<file path="config.mk">
export PLATFORM = sky130hd
export DESIGN_NAME = utf8_brace_hex_escape_encoder_core_flat
export DESIGN_NICKNAME = d
export VERILOG_FILES = /design/src/hdl/ube_pkg.sv /design/src/hdl/ube_if.sv /design/src/hdl/ube_front.sv /design/src/hdl/ube_fifo.sv /design/src/hdl/ube_back.sv /design/src/hdl/utf8_brace_hex_escape_encoder_core.sv /design/src/flat_wrapper.sv
export VERILOG_INCLUDE_DIRS = /design/src /design/src/hdl
export SDC_FILE = /design/constraint.sdc
export NUM_CORES = 1
export LEC_CHECK = 0
export BUFFER_PORTS_ARGS = -buffer_cell sky130_fd_sc_hd__buf_2
export CAP_MARGIN = 15
export CORE_MARGIN = 1.5
export CORE_UTILIZATION = 45
export DETAILED_ROUTE_END_ITERATION = 16
export HOLD_SLACK_MARGIN = 0.05
export PLACE_DENSITY = 0.63
export SETUP_SLACK_MARGIN = 0.15
export SYNTH_ARGS = -nofsm -noshare
export SYNTH_HDL_FRONTEND = slang
export SYNTH_SLANG_ARGS = --single-unit
export TNS_END_PERCENT = 20
</file>
<file path="constraint.sdc">
create_clock -name i_clk -period 7.8 [get_ports i_clk]
set_input_delay 0.78 -clock i_clk [delete_from_list [all_inputs] [get_ports i_clk]]
set_output_delay 0.78 -clock i_clk [all_outputs]
set_load 0.05 [all_outputs]
</file>
<file path="src/hdl/utf8_brace_hex_escape_encoder_core_macros.svh">
// assertion helpers shared by the encoder modules
`ifndef UTF8_BRACE_HEX_ESCAPE_ENCODER_CORE_MACROS_SVH
`define UTF8_BRACE_HEX_ESCAPE_ENCODER_CORE_MACROS_SVH

// same-cycle implication, held off during reset
`define UBE_ASSERT_IMPL(lbl, ante, cons, msg) \
    lbl: assert property (@(posedge i_clk) disable iff (!i_rst_n) (ante) |-> (cons)) \
        else $error(msg);

// next-cycle implication, held off during reset
`define UBE_ASSERT_NEXT(lbl, ante, cons, msg) \
    lbl: assert property (@(posedge i_clk) disable iff (!i_rst_n) (ante) |=> (cons)) \
        else $error(msg);

`endif

</file>
<file path="src/hdl/ube_pkg.sv">
`timescale 1ns / 1ps
package ube_pkg;

    localparam logic [7:0] C_ASCII_MAX  = 8'h7F;
    localparam logic [7:0] C_SPACE      = 8'h20;
    localparam logic [7:0] C_LBRACE     = 8'h7B;
    localparam logic [7:0] C_RBRACE     = 8'h7D;
    localparam logic [7:0] C_MASK2      = 8'hE0;
    localparam logic [7:0] C_LEAD2      = 8'hC0;
    localparam logic [7:0] C_MASK3      = 8'hF0;
    localparam logic [7:0] C_LEAD3      = 8'hE0;
    localparam logic [7:0] C_MASK4      = 8'hF8;
    localparam logic [7:0] C_LEAD4      = 8'hF0;
    localparam logic [7:0] C_CONT_MASK  = 8'hC0;
    localparam logic [7:0] C_CONT       = 8'h80;

    localparam int QDEPTH = 4;
    localparam int BUFLEN = 4;

    typedef enum logic [1:0] {
        K_LIT   = 2'd0,
        K_BRACE = 2'd1,
        K_HEX   = 2'd2,
        K_MB    = 2'd3
    } t_kind;

    // one classified unit of the string
    typedef struct packed {
        t_kind            kind;
        logic [3:0][7:0]  bytes;
        logic [2:0]       len;
        logic             last;
    } t_tok;

    typedef struct packed {
        logic push;
        t_tok tok;
    } t_q_wr;

    typedef struct packed {
        logic valid;
        t_tok tok;
    } t_q_rd;

    // expected length of a character from its lead byte, zero for a bad lead
    function automatic logic [2:0] lead_length(input logic [7:0] c);
        logic [2:0] l;
        if (c <= C_ASCII_MAX)                 l = 3'd1;
        else if ((c & C_MASK2) == C_LEAD2)    l = 3'd2;
        else if ((c & C_MASK3) == C_LEAD3)    l = 3'd3;
        else if ((c & C_MASK4) == C_LEAD4)    l = 3'd4;
        else                                  l = 3'd0;
        return l;
    endfunction

    function automatic logic [7:0] hex_digit(input logic [3:0] n);
        logic [7:0] d;
        if (n < 4'd10) d = 8'h30 + {4'h0, n};
        else           d = 8'h37 + {4'h0, n};
        return d;
    endfunction

endpackage

</file>
<file path="src/hdl/ube_if.sv">
`timescale 1ns / 1ps
interface ube_in_if;
    logic       valid;
    logic       ready;
    logic [7:0] in_byte;
    logic       in_last;

    modport source (output valid, output in_byte, output in_last, input ready);
    modport sink   (input valid, input in_byte, input in_last, output ready);
endinterface

interface ube_out_if;
    logic       valid;
    logic       ready;
    logic [7:0] out_char;
    logic       out_last;

    modport source (output valid, output out_char, output out_last, input ready);
    modport sink   (input valid, input out_char, input out_last, output ready);
endinterface

</file>
<file path="src/hdl/ube_front.sv">
`timescale 1ns / 1ps
`include "utf8_brace_hex_escape_encoder_core_macros.svh"
module ube_front import ube_pkg::*; (
    input  logic   i_clk,
    input  logic   i_rst_n,
    ube_in_if.sink i_in,
    output t_q_wr  o_wr,
    input  logic   i_full
);

    logic [3:0][7:0] r_buf, n_buf;
    logic [2:0]      r_cnt, n_cnt;
    logic            r_last, n_last;

    logic [7:0]      c;
    logic [2:0]      len;
    logic            bad;
    logic            tok_ok;
    logic            hold;
    logic [2:0]      consumed;
    t_kind           kind;
    logic            pop;
    logic            rdy;
    logic            acc;
    logic [2:0]      keep;
    logic [2:0]      idx;
    logic [3:0][7:0] sh;

    always_comb begin
        c   = r_buf[0];
        len = lead_length(c);
        bad = 1'b0;
        for (int j = 1; j < BUFLEN; j++) begin
            if (3'(j) < len && 3'(j) < r_cnt && (r_buf[j] & C_CONT_MASK) != C_CONT) begin
                bad = 1'b1;
            end
        end

        tok_ok   = 1'b0;
        hold     = 1'b0;
        consumed = 3'd1;
        kind     = K_HEX;
        if (r_cnt != 3'd0) begin
            if (len >= 3'd2) begin
                if (!bad && r_cnt >= len) begin
                    kind     = K_MB;
                    consumed = len;
                    tok_ok   = 1'b1;
                end else if (!bad && !r_last) begin
                    // lead still missing continuation words
                    hold = 1'b1;
                end else begin
                    tok_ok = 1'b1;
                end
            end else if (len == 3'd1 && c >= C_SPACE && c != C_ASCII_MAX) begin
                kind   = (c == C_LBRACE) ? K_BRACE : K_LIT;
                tok_ok = 1'b1;
            end else begin
                tok_ok = 1'b1;
            end
        end

        pop = tok_ok && !i_full;
        rdy = (r_cnt == 3'd0) || hold || (pop && consumed == r_cnt);
        acc = i_in.valid && rdy;

        for (int i = 0; i < BUFLEN; i++) begin
            idx   = 3'(i) + consumed;
            sh[i] = (idx < 3'(BUFLEN)) ? r_buf[idx[1:0]] : 8'h00;
        end
        keep  = pop ? (r_cnt - consumed) : r_cnt;
        n_buf = pop ? sh : r_buf;
        if (acc) begin
            n_buf[keep[1:0]] = i_in.in_byte;
        end
        n_cnt  = keep + {2'b00, acc};
        n_last = acc ? i_in.in_last : ((n_cnt == 3'd0) ? 1'b0 : r_last);
    end

    assign i_in.ready     = rdy;
    assign o_wr.push      = pop;
    assign o_wr.tok.kind  = kind;
    assign o_wr.tok.bytes = r_buf;
    assign o_wr.tok.len   = len;
    assign o_wr.tok.last  = r_last && (consumed == r_cnt);

    always_ff @(posedge i_clk) begin
        if (!i_rst_n) begin
            r_cnt  <= 3'd0;
            r_last <= 1'b0;
        end else begin
            r_cnt  <= n_cnt;
            r_last <= n_last;
        end
    end

    always_ff @(posedge i_clk) begin
        r_buf <= n_buf;
    end

    `UBE_ASSERT_IMPL(a_cnt_range, 1'b1, r_cnt <= 3'(BUFLEN), "lookahead count out of range")
    `UBE_ASSERT_IMPL(a_hold_no_last, hold, !r_last, "waiting on a string that has ended")

endmodule

</file>
<file path="src/hdl/ube_fifo.sv">
`timescale 1ns / 1ps
`include "utf8_brace_hex_escape_encoder_core_macros.svh"
module ube_fifo import ube_pkg::*; (
    input  logic  i_clk,
    input  logic  i_rst_n,
    input  t_q_wr i_wr,
    output logic  o_full,
    output t_q_rd o_rd,
    input  logic  i_pop
);

    t_tok       r_mem [QDEPTH];
    logic [1:0] r_wp, n_wp;
    logic [1:0] r_rp, n_rp;
    logic [2:0] r_cnt, n_cnt;
    logic       do_pop;

    assign o_full   = (r_cnt == 3'(QDEPTH));
    assign o_rd.valid = (r_cnt != 3'd0);
    assign o_rd.tok   = r_mem[r_rp];
    assign do_pop   = i_pop && o_rd.valid;

    always_comb begin
        n_wp  = i_wr.push ? r_wp + 2'd1 : r_wp;
        n_rp  = do_pop ? r_rp + 2'd1 : r_rp;
        n_cnt = r_cnt + {2'b00, i_wr.push} - {2'b00, do_pop};
    end

    always_ff @(posedge i_clk) begin
        if (!i_rst_n) begin
            r_wp  <= 2'd0;
            r_rp  <= 2'd0;
            r_cnt <= 3'd0;
        end else begin
            r_wp  <= n_wp;
            r_rp  <= n_rp;
            r_cnt <= n_cnt;
        end
    end

    always_ff @(posedge i_clk) begin
        if (i_wr.push) begin
            r_mem[r_wp] <= i_wr.tok;
        end
    end

    `UBE_ASSERT_IMPL(a_no_overflow, o_full, !i_wr.push, "push into a full queue")
    `UBE_ASSERT_NEXT(a_fill_up, i_wr.push && !do_pop, r_cnt == $past(r_cnt) + 3'd1, "lost push")

endmodule

</file>
<file path="src/hdl/ube_back.sv">
`timescale 1ns / 1ps
`include "utf8_brace_hex_escape_encoder_core_macros.svh"
module ube_back import ube_pkg::*; (
    input  logic       i_clk,
    input  logic       i_rst_n,
    input  t_q_rd      i_rd,
    output logic       o_pop,
    ube_out_if.source  o_out
);

    logic [2:0] r_step, n_step;
    logic       r_open, n_open;
    logic       r_valid, n_valid;
    logic [7:0] r_char, n_char;
    logic       r_olast, n_olast;

    logic [7:0] seq [8];
    logic [2:0] seq_len;
    logic       ld;
    logic       fin;

    // characters produced by the head unit, given the run state at its start
    always_comb begin
        for (int i = 0; i < 8; i++) begin
            seq[i] = 8'h00;
        end
        seq_len = 3'd0;
        if (i_rd.tok.kind != K_HEX && r_open) begin
            seq[seq_len] = C_RBRACE;
            seq_len      = seq_len + 3'd1;
        end
        case (i_rd.tok.kind)
            K_LIT: begin
                seq[seq_len] = i_rd.tok.bytes[0];
                seq_len      = seq_len + 3'd1;
            end
            K_BRACE: begin
                seq[seq_len]        = C_LBRACE;
                seq[seq_len + 3'd1] = C_LBRACE;
                seq_len             = seq_len + 3'd2;
            end
            K_MB: begin
                for (int j = 0; j < BUFLEN; j++) begin
                    if (3'(j) < i_rd.tok.len) begin
                        seq[seq_len] = i_rd.tok.bytes[j];
                        seq_len      = seq_len + 3'd1;
                    end
                end
            end
            K_HEX: begin
                if (!r_open) begin
                    seq[seq_len] = C_LBRACE;
                    seq_len      = seq_len + 3'd1;
                end
                seq[seq_len]        = hex_digit(i_rd.tok.bytes[0][7:4]);
                seq[seq_len + 3'd1] = hex_digit(i_rd.tok.bytes[0][3:0]);
                seq_len             = seq_len + 3'd2;
                if (i_rd.tok.last) begin
                    seq[seq_len] = C_RBRACE;
                    seq_len      = seq_len + 3'd1;
                end
            end
            default: begin
                seq_len = 3'd1;
            end
        endcase
    end

    always_comb begin
        ld      = i_rd.valid && (!r_valid || o_out.ready);
        fin     = (r_step == seq_len - 3'd1);
        n_step  = r_step;
        n_open  = r_open;
        n_valid = r_valid;
        n_char  = r_char;
        n_olast = r_olast;
        if (ld) begin
            n_valid = 1'b1;
            n_char  = seq[r_step];
            n_olast = i_rd.tok.last && fin;
            if (fin) begin
                n_step = 3'd0;
                n_open = (i_rd.tok.kind == K_HEX) && !i_rd.tok.last;
            end else begin
                n_step = r_step + 3'd1;
            end
        end else if (o_out.ready) begin
            n_valid = 1'b0;
        end
    end

    assign o_pop          = ld && fin;
    assign o_out.valid    = r_valid;
    assign o_out.out_char = r_char;
    assign o_out.out_last = r_olast;

    always_ff @(posedge i_clk) begin
        if (!i_rst_n) begin
            r_step  <= 3'd0;
            r_open  <= 1'b0;
            r_valid <= 1'b0;
        end else begin
            r_step  <= n_step;
            r_open  <= n_open;
            r_valid <= n_valid;
        end
    end

    always_ff @(posedge i_clk) begin
        r_char  <= n_char;
        r_olast <= n_olast;
    end

    `UBE_ASSERT_IMPL(a_step_in_unit, i_rd.valid, r_step < seq_len, "step beyond unit length")
    `UBE_ASSERT_NEXT(a_end_closes_run, o_pop && i_rd.tok.last, !r_open, "run left open at end")

endmodule

</file>
<file path="src/hdl/utf8_brace_hex_escape_encoder_core.sv">
`timescale 1ns / 1ps
// utf-8 brace/hex escape encoder
// i_in carries the raw string, one byte per word, in_last on the final byte.
// o_out carries the encoded string, one character per word, out_last on the
// final character of each string.
// front: a four-word lookahead buffer classifies each character (literal,
// doubled brace, complete multi-byte character, hex escape) one per cycle
// while the queue is not full. a four-entry queue parts it from the back,
// which expands each unit into its output characters, one per cycle while
// o_out is ready, into a registered output word. a byte passes the buffer,
// the queue and the output word register before its first character shows.
// throughput: one input word per cycle while the output keeps up; output is
// one character per cycle, an escaped byte costing two to four characters.
// a multi-byte lead is held in the buffer until its continuation bytes or
// the end of the string arrive.
// when o_out stalls the output word holds, the queue fills and then i_in
// ready drops; nothing is lost.
// synchronous reset empties the buffer and queue and closes any hex run.
module utf8_brace_hex_escape_encoder_core import ube_pkg::*; (
    input  logic      i_clk,
    input  logic      i_rst_n,
    ube_in_if.sink    i_in,
    ube_out_if.source o_out
);

    t_q_wr wr;
    t_q_rd rd;
    logic  full;
    logic  pop;

    ube_front u_front (
        .i_clk   (i_clk),
        .i_rst_n (i_rst_n),
        .i_in    (i_in),
        .o_wr    (wr),
        .i_full  (full)
    );

    ube_fifo u_fifo (
        .i_clk   (i_clk),
        .i_rst_n (i_rst_n),
        .i_wr    (wr),
        .o_full  (full),
        .o_rd    (rd),
        .i_pop   (pop)
    );

    ube_back u_back (
        .i_clk   (i_clk),
        .i_rst_n (i_rst_n),
        .i_rd    (rd),
        .o_pop   (pop),
        .o_out   (o_out)
    );

endmodule

</file>
<file path="src/flat_wrapper.sv">
// flat-port wrapper written by rule: the top's interface ports become plain ports
module utf8_brace_hex_escape_encoder_core_flat import ube_pkg::*;
  (i_clk, i_rst_n, i_in_valid, i_in_in_byte, i_in_in_last, i_in_ready, o_out_valid, o_out_out_char, o_out_out_last, o_out_ready);
  ube_in_if i_in_i ();
  ube_out_if o_out_i ();
  input  logic i_clk;
  input  logic i_rst_n;
  input wire logic [$bits(i_in_i.valid)-1:0] i_in_valid;
  input wire logic [$bits(i_in_i.in_byte)-1:0] i_in_in_byte;
  input wire logic [$bits(i_in_i.in_last)-1:0] i_in_in_last;
  output wire logic [$bits(i_in_i.ready)-1:0] i_in_ready;
  output wire logic [$bits(o_out_i.valid)-1:0] o_out_valid;
  output wire logic [$bits(o_out_i.out_char)-1:0] o_out_out_char;
  output wire logic [$bits(o_out_i.out_last)-1:0] o_out_out_last;
  input wire logic [$bits(o_out_i.ready)-1:0] o_out_ready;
  assign i_in_i.valid = i_in_valid;
  assign i_in_i.in_byte = i_in_in_byte;
  assign i_in_i.in_last = i_in_in_last;
  assign i_in_ready = i_in_i.ready;
  assign o_out_valid = o_out_i.valid;
  assign o_out_out_char = o_out_i.out_char;
  assign o_out_out_last = o_out_i.out_last;
  assign o_out_i.ready = o_out_ready;
  utf8_brace_hex_escape_encoder_core u_core (.i_clk(i_clk), .i_rst_n(i_rst_n), .i_in(i_in_i), .o_out(o_out_i));
endmodule
</file>
### Word level (Yosys, flattened, before mapping)

Memory sizes are Yosys's and may differ from the RTL's. A register that Yosys moved wholly into a read port is not among the register bits.
Cells that the tools add are included.

| cells by class | value |
|---|---|
| add/subtract/negate cells | 23 |
| magnitude comparators | 43 |
| equality and inequality tests | 16 |
| multiplexer cells | 103 |
| bitwise logic cells | 18 |
| reductions and logical operators | 45 |

Operators by type and width:

| operator | number |
|---|---|
| $mux 64 | 10 |
| $bwmux 64 | 6 |
| $pmux 64 s4 | 1 |
| $demux 8 s3 | 8 |
| $mux 8 | 21 |
| $or 48x48->48 | 3 |
| $bmux 8 s2 | 4 |
| $mux 32 | 2 |
| $mux 3 | 19 |
| $not 16->16 | 3 |
| $ge 4x4->1 const B | 9 |
| $not 3->4 | 9 |
| $and 16x16->16 | 2 |
| $bwmux 32 | 1 |
| $lt 4x1->1 const B | 8 |
| $logic_and 1x1->1 | 29 |
| $add 6x4->7 const A | 4 |
| $bmux 8 s3 | 1 |
| $add 3x1->3 const B | 7 |
| $mux 7 | 3 |
| $mux 1 | 20 |
| $lt 2x3->1 const A | 6 |
| $and 15x16->16 | 1 |
| $demux 8 s2 | 1 |
| 36 further kinds | 70 |

| word-level totals | value |
|---|---|
| flip-flop bits (word level) | 57 |
| memory bits (writable) | 152 |
| output and inout port bits | 11 |
| word-level logic and storage cells | 263 |
| memories kept | 1 |

Memory list:

| name | depth | bits a word | rd ports | clocked after Yosys merged registers in | wr ports | line | RTL |
|---|---|---|---|---|---|---|---|
| u_core.u_fifo.r_mem | 4 | 38 | 1 | 1 | 1 | ube_fifo.sv:12 | `t_tok r_mem [QDEPTH];` |

### Depth between registers and ports, before layout

Gate-level depths: netlist (run 1).

| logic depth | value |
|---|---|
| word-level depth | 25 |
| mapped depth | 28 |
| gate-level depth less buffers | 23 |

### Modules after synthesis

Synthesis (run 1) repeated with hierarchy kept, for this count alone.

| second synthesis, totals | value |
|---|---|
| cell total of the unflattened synthesis | 1118 |
| area total of the unflattened synthesis | 12724.7 µm² |

Modules (own cells, without submodules):

| module | times used | cells each | area each (µm²) | sequential area each (µm²) |
|---|---|---|---|---|
| ube_fifo | 1 | 243 | 5973.2 | 4744.6 |
| ube_back | 1 | 560 | 3856.2 | 370.4 |
| ube_front | 1 | 315 | 2895.3 | 720.7 |

### Least setup slack after synthesis (run 1)

Ideal clock, no wire load.

| timing | value |
|---|---|
| path kind | register to register |
| from | register (tool-made name) |
| to | register u_core.u_fifo.r_cnt[2] |
| setup time | 115 ps |
| arrival | 5860 ps |
| setup slack | 1825 ps |
| stages on the path, launching flop included | 28 |
| path buffers | 5 |
| cells stage by stage | dfxtp_1 > buf_6 > mux4_2 > nor2b_1 > buf_2 > nor2_2 > inv_2 > fa_1 > clkbuf_1 > nor2b_1 > a211oi_1 > nand3_1 > clkbuf_1 > ha_1 > mux2i_1 > a22o_1 > ha_1 > xnor2_1 > xnor2_1 > and4_1 > clkbuf_1 > ha_1 > inv_1 > ha_1 > fa_1 > xnor2_1 > xnor2_1 > and2_1 |

RTL lines:

| what | line | RTL |
|---|---|---|
| end signal, assigned | ube_fifo.sv:37 | `r_cnt <= n_cnt;` |
| end, declared | ube_fifo.sv:15 | `logic [2:0] r_cnt, n_cnt;` |

==> results of run 1 <==
-- final cells by class --
type | instances | area [um2]
Clock buffer | 32 | 630.6
Clock inverter | 11 | 97.59
Fill cell | 2321 | 13030
Inverter | 38 | 142.6
Multi-Input combinational cell | 750 | 5758
Sequential cell | 211 | 5838
Tap cell | 335 | 419.2
Timing Repair Buffer | 37 | 220.2
-- registers in the layout, indices dropped and copies added (netlist names), 2 cells and up, named ones only --
name,count
u_core.u_fifo.r_mem,152
u_core.u_front.o_wr,24
u_core.u_back.o_out.out_char,8
u_core.u_front.c,8
u_core.u_back.r_step,3
u_core.u_fifo.r_cnt,3
u_core.u_front.r_cnt,3
u_core.u_fifo.r_rp,2
u_core.u_fifo.r_wp,2
-- cells in the mapped netlist (16+ instances only) --
library cell and n:
mux2_2 35, mux4_2 48, a22o_1 16, clkbuf_1 43, a21oi_1 59, edfxtp_1 161
o21ai_0 65, dfxtp_1 50, mux2i_1 29, nor3_1 19, ha_1 24, nand2_1 97
nand3_1 46, nor2_1 56, and2_1 21, inv_1 34
-- how the worst max path moves through the flow --
stage                         from                           endpoint  slack (ps)
after floorplan           register  u_core.u_fifo.r_cnt[2]$_SDFF_PN0_        1830
after global placement    register  u_core.u_fifo.r_cnt[2]$_SDFF_PN0_        1610
after detailed placement  register  u_core.u_fifo.r_cnt[2]$_SDFF_PN0_        1500
after CTS                 register  u_core.u_fifo.r_cnt[2]$_SDFF_PN0_        1500
after global routing      register  u_core.u_fifo.r_cnt[2]$_SDFF_PN0_        1060
final                     register  u_core.u_fifo.r_cnt[2]$_SDFF_PN0_        1510
-- kinds of logic after synthesis --
family                     count (synthesis)
AOI/OAI and AO/OA                        274
xor gates and xnor gates                  20
adders and majority gates                 27
buffers and inverters                    107
DFF                                      211
muxes                                    113
and+or+nand+nor                          316
-- worst register-to-register path: cells and delay by family (launching register included) --
kind	cells	cell delay, ps
flip-flops	1	720
AND/OR/NAND/NOR	6	1270
AO/OA/AOI/OAI	2	500
adder cells (fa/ha/maj)	6	2080
XOR/XNOR	4	570
multiplexers	2	810
buffers and inverters	2	250
-- power breakdown --
group | switching [mW] | internal [mW] | total, mW | leakage, nW
sequential | 0.232 | 1.67 | 1.90 | 1.93
clock | 0.460 | 0.577 | 1.04 | 0.349
combinational | 2.10 | 1.09 | 3.19 | 2.24
-- layer usage --
metal / share of wire, % / routed length, um / up-vias / track usage [%]
met5: 0 / 0 / - / 0
met4: 5.1 / 1765 / 0 / 12.29
met3: 7.9 / 2730 / 102 / 3.565
met2: 45 / 15480 / 491 / 39.37
met1: 42 / 14590 / 4482 / 34.43
li1: - / - / 4124 / -
==> results_dict.tcl, run 1 <==
set metrics [dict create \
    status "finished, final reports clean" \
    vias_per_cell 6.506 \
    io_pins 24 \
    holdWs_ps 477.9 \
    cts-resized-gates 0 \
    tns_ps 0 \
    yosys.area.top_type_share_pct 40.15 \
    synth_nets 1108 \
    layout_commonest_cell "edfxtp_1" \
    dp_worst_setup_slack_ps 1499 \
    ys_types 77 \
    overflow 0 \
    place_congestion 1.021 \
    antenna_found_initial 0 \
    fin_util_pct 50.15 \
    synth_flop_cell "edfxtp_1" \
    dieArea_um2 27750 \
    hold_viol 0 \
    nets 1102 \
    synth_async_sr_flop_share_pct 0 \
    synth_edf_count 161 \
    final_antenna_net_count 0 \
    synthCells 1068 \
    seq_area_frac_synth_pct 48.46 \
    cts_tree "built" \
    synth-seq-cells 211 \
    relSlewSlack_pct 30.57 \
    grt_pass1_wl_um 53520 \
    core_um2 26130 \
    grt_pass1_vias 8860 \
    synth_simple_gate_area_share_pct 13.18 \
    setup_ws_ps 1507 \
    root_buffer "clkbuf_16" \
    wl_per_cell_um 24.45 \
    cp.depth 22 \
    crit_chain "mux4_2, nor2b_1, nor2_2, inv_2, fa_1, nor2b_1, a211oi_1, nand3_1, ha_1, mux2i_1, a22o_1, ha_1, xnor2_1, xnor2_1, and4_1, ha_1, inv_1, ha_1, fa_1, xnor2_1, xnor2_1, and2_1" \
    numCtsBuffers 24 \
    drc 0 \
    r2r_setup_slack_ps 1510 \
    p_leak_nw 4.523 \
    hpwlAfterDp_um 23470 \
    crit_slowest_cell "mux4_2" \
    worstSetupPathType "reg2reg" \
    drtIter0Drc 818 \
    synth_fa_ha_area_share_pct 2.992 \
    peakVddDrop_mv 0.3284 \
    min_path_type "in2reg" \
    powerDensity_nw_per_um2 467.6 \
    drt-total-wl_um 34570 \
    synth.area.mux_share_pct 14.78 \
    synth_area_leaders "edfxtp_1 40%, mux4_2 9.0%, dfxtp_1 8.3%" \
    mostFrequentLayoutCells "161 x edfxtp_1, 97 x nand2_1, 65 x o21ai_0, 59 x a21oi_1, 56 x nor2_1" \
    worst-path-buf-inv 2 \
    syn_avg_cell_area_um2 11.28 \
    grt_max_degree 53 \
    end_kind "register" \
    start_util_pct 46.08 \
    grt_usage_pct 25.12 \
    h-tree-depth 1 \
    synthXorXnorAreaFrac_pct 1.455 \
    rows 59 \
    worst_setup_path_start_kind "register" \
    cts_max_path_buffers 3 \
    drive_above_1_share_pct 16.50 \
    path_max_fanout 17 \
    area_delta_synth_final_pct 8.831 \
    total_power_mw 6.129 \
    drt_pass1_iterations 13 \
    syn_area_um2 12040 \
    rsz0062_at_grt "false" \
    hp-start "i_in_in_last" \
    cp_data_required_time_ps 8240 \
    port_buffers 23 \
    whs_path_depth 3 \
    clk_latency_ps 550 \
    fin_area_um2 13110 \
    setup-violations-final 0 \
    min_to "u_core.u_front.r_last$_SDFFE_PN0P_" \
    hold_buffers 0 \
    tightest_slew_ps 1041 \
    dp_cells 1371 \
    drv_slew 0 \
    reg2reg_to "u_core.u_fifo.r_cnt[2]$_SDFF_PN0_" \
    cap_violations 0 \
    critPathMaxStageDelay_ps 750 \
    period_needed_ps 6293 \
    post_dp_cell_area_um2 12380 \
    final_cells 1414 \
    skew_ps 11.99 \
    cts.sinks 211 \
    ys_warn_count 0 \
    cp_top_family "adder cells" \
    cts_setup_buffers 0 \
    synth_top_family_by_area "compound AO/OA/AOI/OAI gates" \
    cp.arrival_ps 6730 \
    fmax_mhz 158.9 \
    vias 9199 \
    synth_top_cell_by_area "edfxtp_1" \
    fin_crit_sh_pct 80.68 \
    r2r_cells 22 \
    clkTransAtPathRegs_ps 60 \
    die_w_um 166.6 \
    die_h_um 166.6 \
    antenna_cells 0 \
    synth_compound_area_share_pct 15.36 \
]
Power figures use the tool's default switching activity.
==> run 2: changes to the inputs <==
==> constraint.sdc (replaced) <==
create_clock -name i_clk -period 6.5 [get_ports i_clk]
set_input_delay 0.65 -clock i_clk [delete_from_list [all_inputs] [get_ports i_clk]]
set_output_delay 0.65 -clock i_clk [all_outputs]
set_load 0.05 [all_outputs]
==> run 2 against run 1 <==
Clock power increased by 27%. Global-route usage decreased by 1.5 points. Final cell count unchanged. Sequential cell count unchanged. Count of clock-buffer cells in the layout decreased by 1. Register-to-register slack got worse by 790 ps. Combinational power increased by 18%. Design area increased by 0.32%. Non-clock buffer count increased by 1. Worst setup slack got worse by 790 ps. Die area unchanged. Critical path type unchanged. Critical endpoint unchanged. Largest power group unchanged.
==> results_dict.tcl, run 2 (same netlist as run 1, synthesis figures left out) <==
set metrics [dict create \
    status "finished, final reports clean" \
    cts_tree "built" \
    antenna_found_initial 0 \
    tns_ps 0 \
    tightest_slew_ps 1054 \
    grt.met1_usage_pct 32.81 \
    sw_frac_of_total_pct 44.60 \
    grt_pass1_vias 8394 \
    drtIter0Drc 987 \
    p_leak_nw 4.549 \
    met2_usage_pct 37.52 \
    critPathMaxStageDelay_ps 650 \
    powerDensity_nw_per_um2 559.6 \
    antenna_cells 0 \
    start_util_pct 46.08 \
    worstSetupPathType "reg2reg" \
    clk_latency_ps 540 \
    cts-resized-gates 0 \
    drt-total-wl_um 32910 \
    die_h_um 166.6 \
    fin_crit_sh_pct 88.95 \
    cts.sinks 211 \
    endpoint "u_core.u_fifo.r_cnt[2]$_SDFF_PN0_" \
    clkTransAtPathRegs_ps 60 \
    final_antenna_net_count 0 \
    grt_busiest_layer "met2" \
    nets 1102 \
    layout_commonest_cell "edfxtp_1" \
    total_switching_power_mw 3.281 \
    hold_buffers 0 \
    holdWs_ps 350.8 \
    p_comb_share_pct 51.0 \
    grt_max_degree 53 \
    cp.arrival_ps 6210 \
    end_kind "register" \
    drt_pass1_iterations 7 \
    intPower_mw 4.076 \
    mostFrequentLayoutCells "161 x edfxtp_1, 97 x nand2_1, 65 x o21ai_0, 59 x a21oi_1, 56 x nor2_1" \
    relSlewSlack_pct 29.75 \
    io_pins 24 \
    drc 0 \
    fillers 2394 \
    port_buffers 23 \
    fmax_mhz 173.0 \
    cp_top_family "adder cells" \
    cp.depth 23 \
    rsz0062_at_grt "false" \
    path_max_fanout 11 \
    drv_slew 0 \
    overflow 0 \
    clockPowerShare_pct 17.9 \
    grt_pass1_wl_um 50600 \
    skew_ps 14.03 \
    worst_setup_path_start_kind "register" \
    dieArea_um2 27750 \
    cap_violations 0 \
    vias 9014 \
    wl_per_cell_um 23.28 \
    peakVddDrop_mv 0.4564 \
    cts_setup_buffers 0 \
    rows 59 \
    top_register "u_core.u_fifo.r_mem" \
    setup_ws_ps 718.2 \
    h-tree-depth 1 \
    vias_per_cell 6.375 \
    worst-path-buf-inv 3 \
    period_needed_ps 5782 \
    core_um2 26130 \
    root_buffer "clkbuf_16" \
    r2r_setup_slack_ps 720 \
    die_w_um 166.6 \
    reg2reg_to "u_core.u_fifo.r_cnt[2]$_SDFF_PN0_" \
    cts_max_path_buffers 3 \
    grt_usage_pct 23.62 \
    numCtsBuffers 23 \
    crit_chain "mux4_2, or3_1, inv_2, fa_1, nor2b_1, o21a_1, a31oi_1, nand3_1, buf_4, ha_1, mux2i_1, a22o_1, ha_1, xnor2_1, xnor2_1, and4_1, ha_1, inv_1, ha_1, fa_1, xnor2_1, xnor2_1, and2_1" \
    seq_power_share_pct 31.1 \
    area_delta_synth_final_pct 9.174 \
    hold_viol 0 \
    hpwlAfterDp_um 22890 \
    dp_worst_setup_slack_ps 716.1 \
    crit_slowest_cell "mux4_2" \
    setup-violations-final 0 \
    cp_data_required_time_ps 6920 \
    r2r_cells 23 \
    grtUsageMet3_pct 4.064 \
    drive_above_1_share_pct 16.59 \
    place_congestion 1.027 \
    largest_reg_flops 152 \
    min_path_type "in2reg" \
]
-- run 2: cell count changes in the layout (fill, tap and decap cells not counted) --
cell,change
clkinvlp_4,-1
clkinv_1,+2
bufinv_16,+2
clkinv_2,-2
clkbuf_16,-1
inv_8,-1
buf_4,+1
clkinv_16,-1
clkbuf_1,-3
clkbuf_8,+3
inv_16,+1
-- run 2: stage by stage --
step	std cells	util (%)	area, um2	total power [mW]
after floorplan	1068	-	12040	4.896
after global placement	1372	47.40	12390	5.963
after detailed placement	1372	47.40	12390	5.973
after CTS	1414	50.31	13150	7.301
after global routing	1414	50.31	13150	7.757
final	1414	50.31	13150	7.357
-- run 2: worst min-delay path by stage --
stage | startpoint | end | slack [ps] | cells after the start
2_1_floorplan | u_core.u_fifo.r_rp[1]$_SDFFE_PN0P_ | register | 450 | 2
6_report | i_in_in_last | u_core.u_front.r_last$_SDFFE_PN0P_ | 350 | 3
4_1_cts | i_in_in_last | u_core.u_front.r_last$_SDFFE_PN0P_ | 340 | 3
3_5_place_dp | u_core.u_fifo.r_rp[1]$_SDFFE_PN0P_ | register | 460 | 2
3_3_place_gp | u_core.u_fifo.r_rp[1]$_SDFFE_PN0P_ | register | 460 | 2
5_1_grt | i_in_in_byte[6] | u_core.u_front.o_wr[34]$_DFF_P_ | 380 | 2
-- run 2: power by group through the flow --
stage          logic, mW  registers [mW]  clock network (mW)
2_1_floorplan       2.61            2.28                   0
3_3_place_gp        3.67            2.29                   0
3_5_place_dp        3.66            2.31                   0
4_1_cts             3.68            2.28                1.33
5_1_grt             4.04            2.33                1.38
6_report            3.75            2.29                1.32
-- run 2: final cells by class --
| type | instances | area (um2) | share of cell area, % |
|---|---|---|---|
| well taps | 335 | 419.2 | 3.188 |
| inverters | 38 | 142.6 | 1.085 |
| multi-input cells | 750 | 5758 | 43.80 |
| flip-flops and latches | 211 | 5838 | 44.40 |
| repair buffers | 38 | 227.7 | 1.732 |
| clock inverters | 11 | 126.4 | 0.9612 |
| clock buffers | 31 | 635.6 | 4.834 |
-- run 2: tightest hold or removal path: stages --
cell	delay, ps
buf_2	70
nand3_1	50
o311ai_0	80
-- run 2: routing by layer --
layer	wire (um)	vias to the layer above
met5	0	-
met4	1163	0
met3	2596	83
met2	15140	428
met1	14010	4373
li1	-	4130
==> run 3: changes to the inputs <==
--- a/config.mk
+++ b/config.mk
@@ -9,10 +9,10 @@
 export BUFFER_PORTS_ARGS = -buffer_cell sky130_fd_sc_hd__buf_2
 export CAP_MARGIN = 15
 export CORE_MARGIN = 1.5
-export CORE_UTILIZATION = 45
+export CORE_UTILIZATION = 35
 export DETAILED_ROUTE_END_ITERATION = 16
 export HOLD_SLACK_MARGIN = 0.05
-export PLACE_DENSITY = 0.63
+export PLACE_DENSITY = 0.53
 export SETUP_SLACK_MARGIN = 0.15
 export SYNTH_ARGS = -nofsm -noshare
 export SYNTH_HDL_FRONTEND = slang
==> run 3 against run 2 <==
Core utilization shrank 11 points. Die area up 28%. Largest power group unchanged. Critical endpoint unchanged. Sequential share of layout area shrank 0.49 points. Hold slack got worse by 2.5 ps. Worst setup slack better by 21 ps.
==> results_dict.tcl, run 3 (same netlist as run 1, synthesis figures left out) <==
set metrics [dict create \
    antenna_cells 0 \
    relSlewSlack_pct 27.24 \
    drv_slew 0 \
    largest_reg_flops 152 \
    fillers 3306 \
    crit_chain "mux4_2, nor2b_1, nor2_2, buf_4, inv_2, fa_1, nor2b_1, a211oi_1, nand3_1, ha_1, mux2i_1, a22o_1, ha_1, xnor2_1, xnor2_1, and4_1, ha_1, inv_1, ha_1, fa_1, xnor2_1, xnor2_1, and2_1" \
    drive_above_1_share_pct 17.07 \
    path_max_fanout 17 \
    status "finished, final reports clean" \
    end_kind "register" \
    p_leak_nw 4.542 \
    reg2reg_to "u_core.u_fifo.r_cnt[2]$_SDFF_PN0_" \
    cts_max_path_buffers 3 \
    numCtsBuffers 24 \
    port_buffers 23 \
    place_congestion 0.9714 \
    drt_pass1_iterations 6 \
    cp_data_required_time_ps 6930 \
    critPathMaxStageDelay_ps 700 \
    fmax_mhz 173.6 \
    clk_latency_ps 540 \
    vias 9054 \
    endpoint "u_core.u_fifo.r_cnt[2]$_SDFF_PN0_" \
    h-tree-depth 1 \
    grt_pass1_vias 8729 \
    drtIter0Drc 1171 \
    setup-violations-final 0 \
    cts.sinks 211 \
    hold_buffers 0 \
    core_um2 33700 \
    cts_setup_buffers 0 \
    cts_tree "built" \
    drc 0 \
    dieArea_um2 35530 \
    grt_usage_pct 19.27 \
    die_h_um 188.5 \
    die_w_um 188.5 \
    grt_pass1_wl_um 52920 \
    io_pins 24 \
    layout_commonest_cell "edfxtp_1" \
    hpwlAfterDp_um 23980 \
    overflow 0 \
    tightest_slew_ps 1091 \
    hold_viol 0 \
    wl_per_cell_um 22.38 \
    drt-total-wl_um 34290 \
    area_delta_synth_final_pct 10.40 \
    nets 1106 \
    holdWs_ps 348.2 \
    clkTransAtPathRegs_ps 60 \
    grt_max_degree 53 \
    worstSetupPathType "reg2reg" \
    period_needed_ps 5761 \
    fin_util_pct 39.45 \
    root_buffer "clkbuf_16" \
    rsz0062_at_grt "false" \
    fin_crit_sh_pct 88.63 \
    crit_slowest_cell "mux4_2" \
    vias_per_cell 5.910 \
    peakVddDrop_mv 0.2825 \
    powerDensity_nw_per_um2 552.8 \
    cp.depth 23 \
    top_register "u_core.u_fifo.r_mem" \
    antenna_found_initial 0 \
    worst_setup_path_start_kind "register" \
    tns_ps 0 \
    cap_violations 0 \
    final_antenna_net_count 0 \
    mostFrequentLayoutCells "161 x edfxtp_1, 97 x nand2_1, 65 x o21ai_0, 59 x a21oi_1, 56 x nor2_1" \
    cp_top_family "adder cells" \
    worst-path-buf-inv 3 \
    r2r_cells 23 \
    min_path_type "in2reg" \
    cp.arrival_ps 6190 \
    skew_ps 19.89 \
    r2r_setup_slack_ps 740 \
    cts-resized-gates 0 \
    rows 67 \
    start_util_pct 35.74 \
    total_power_mw 7.349 \
]
-- run 3: worst min path at each step --
stage / from / end / slack (ps) / cells after the start
finish: i_in_in_last / u_core.u_front.r_last$_SDFFE_PN0P_ / 350 / 3
global route: i_in_in_byte[7] / u_core.u_front.c[7]$_DFF_P_ / 360 / 2
CTS: i_in_in_last / u_core.u_front.r_last$_SDFFE_PN0P_ / 330 / 3
detailed placement: u_core.u_fifo.r_rp[1]$_SDFFE_PN0P_ / register / 470 / 2
global placement: u_core.u_fifo.r_rp[1]$_SDFFE_PN0P_ / register / 460 / 2
floorplan: u_core.u_fifo.r_rp[1]$_SDFFE_PN0P_ / register / 450 / 2
-- run 3: cell type report --
type                            count  area [um2]  share of cell area (%)
Sequential cell                   211        5838                   43.91
Multi-Input combinational cell    750        5758                   43.31
Clock buffer                       26       608.1                   4.574
Tap cell                          448       560.5                   4.216
Timing Repair Buffer               41       250.2                   1.882
Inverter                           38       142.6                   1.073
Clock inverter                     18       137.6                   1.035
-- run 3: power breakdown --
part / total [mW] / internal [mW] / switching (mW)
Combinational: 3.81 / 1.32 / 2.49
Sequential: 2.28 / 2.00 / 0.286
Clock: 1.26 / 0.689 / 0.568
Total: 7.35 / 4.00 / 3.35
-- run 3: tightest hold or removal path, stage by stage --
cell and delay (ps):
buf_2 80, nand3_1 50, o311ai_0 80
-- run 3: stage by stage --
stage / worst slack (ps) / cells / instance area, um2
4_1_cts: 708.3 / 1532 / 13300
6_report: 738.8 / 1532 / 13300
3_3_place_gp: 798.5 / 1488 / 12550
3_5_place_dp: 722.2 / 1488 / 12550
2_1_floorplan: 525.1 / 1068 / 12040
5_1_grt: 310.6 / 1532 / 13300
-- run 3: routing by layer --
metal	GRT usage (%)	share of wire, %	up-vias
met5	0	0	-
met4	7.265	3.8	0
met3	2.514	6.5	85
met2	30.26	46	376
met1	27.16	44	4451
li1	-	-	4142
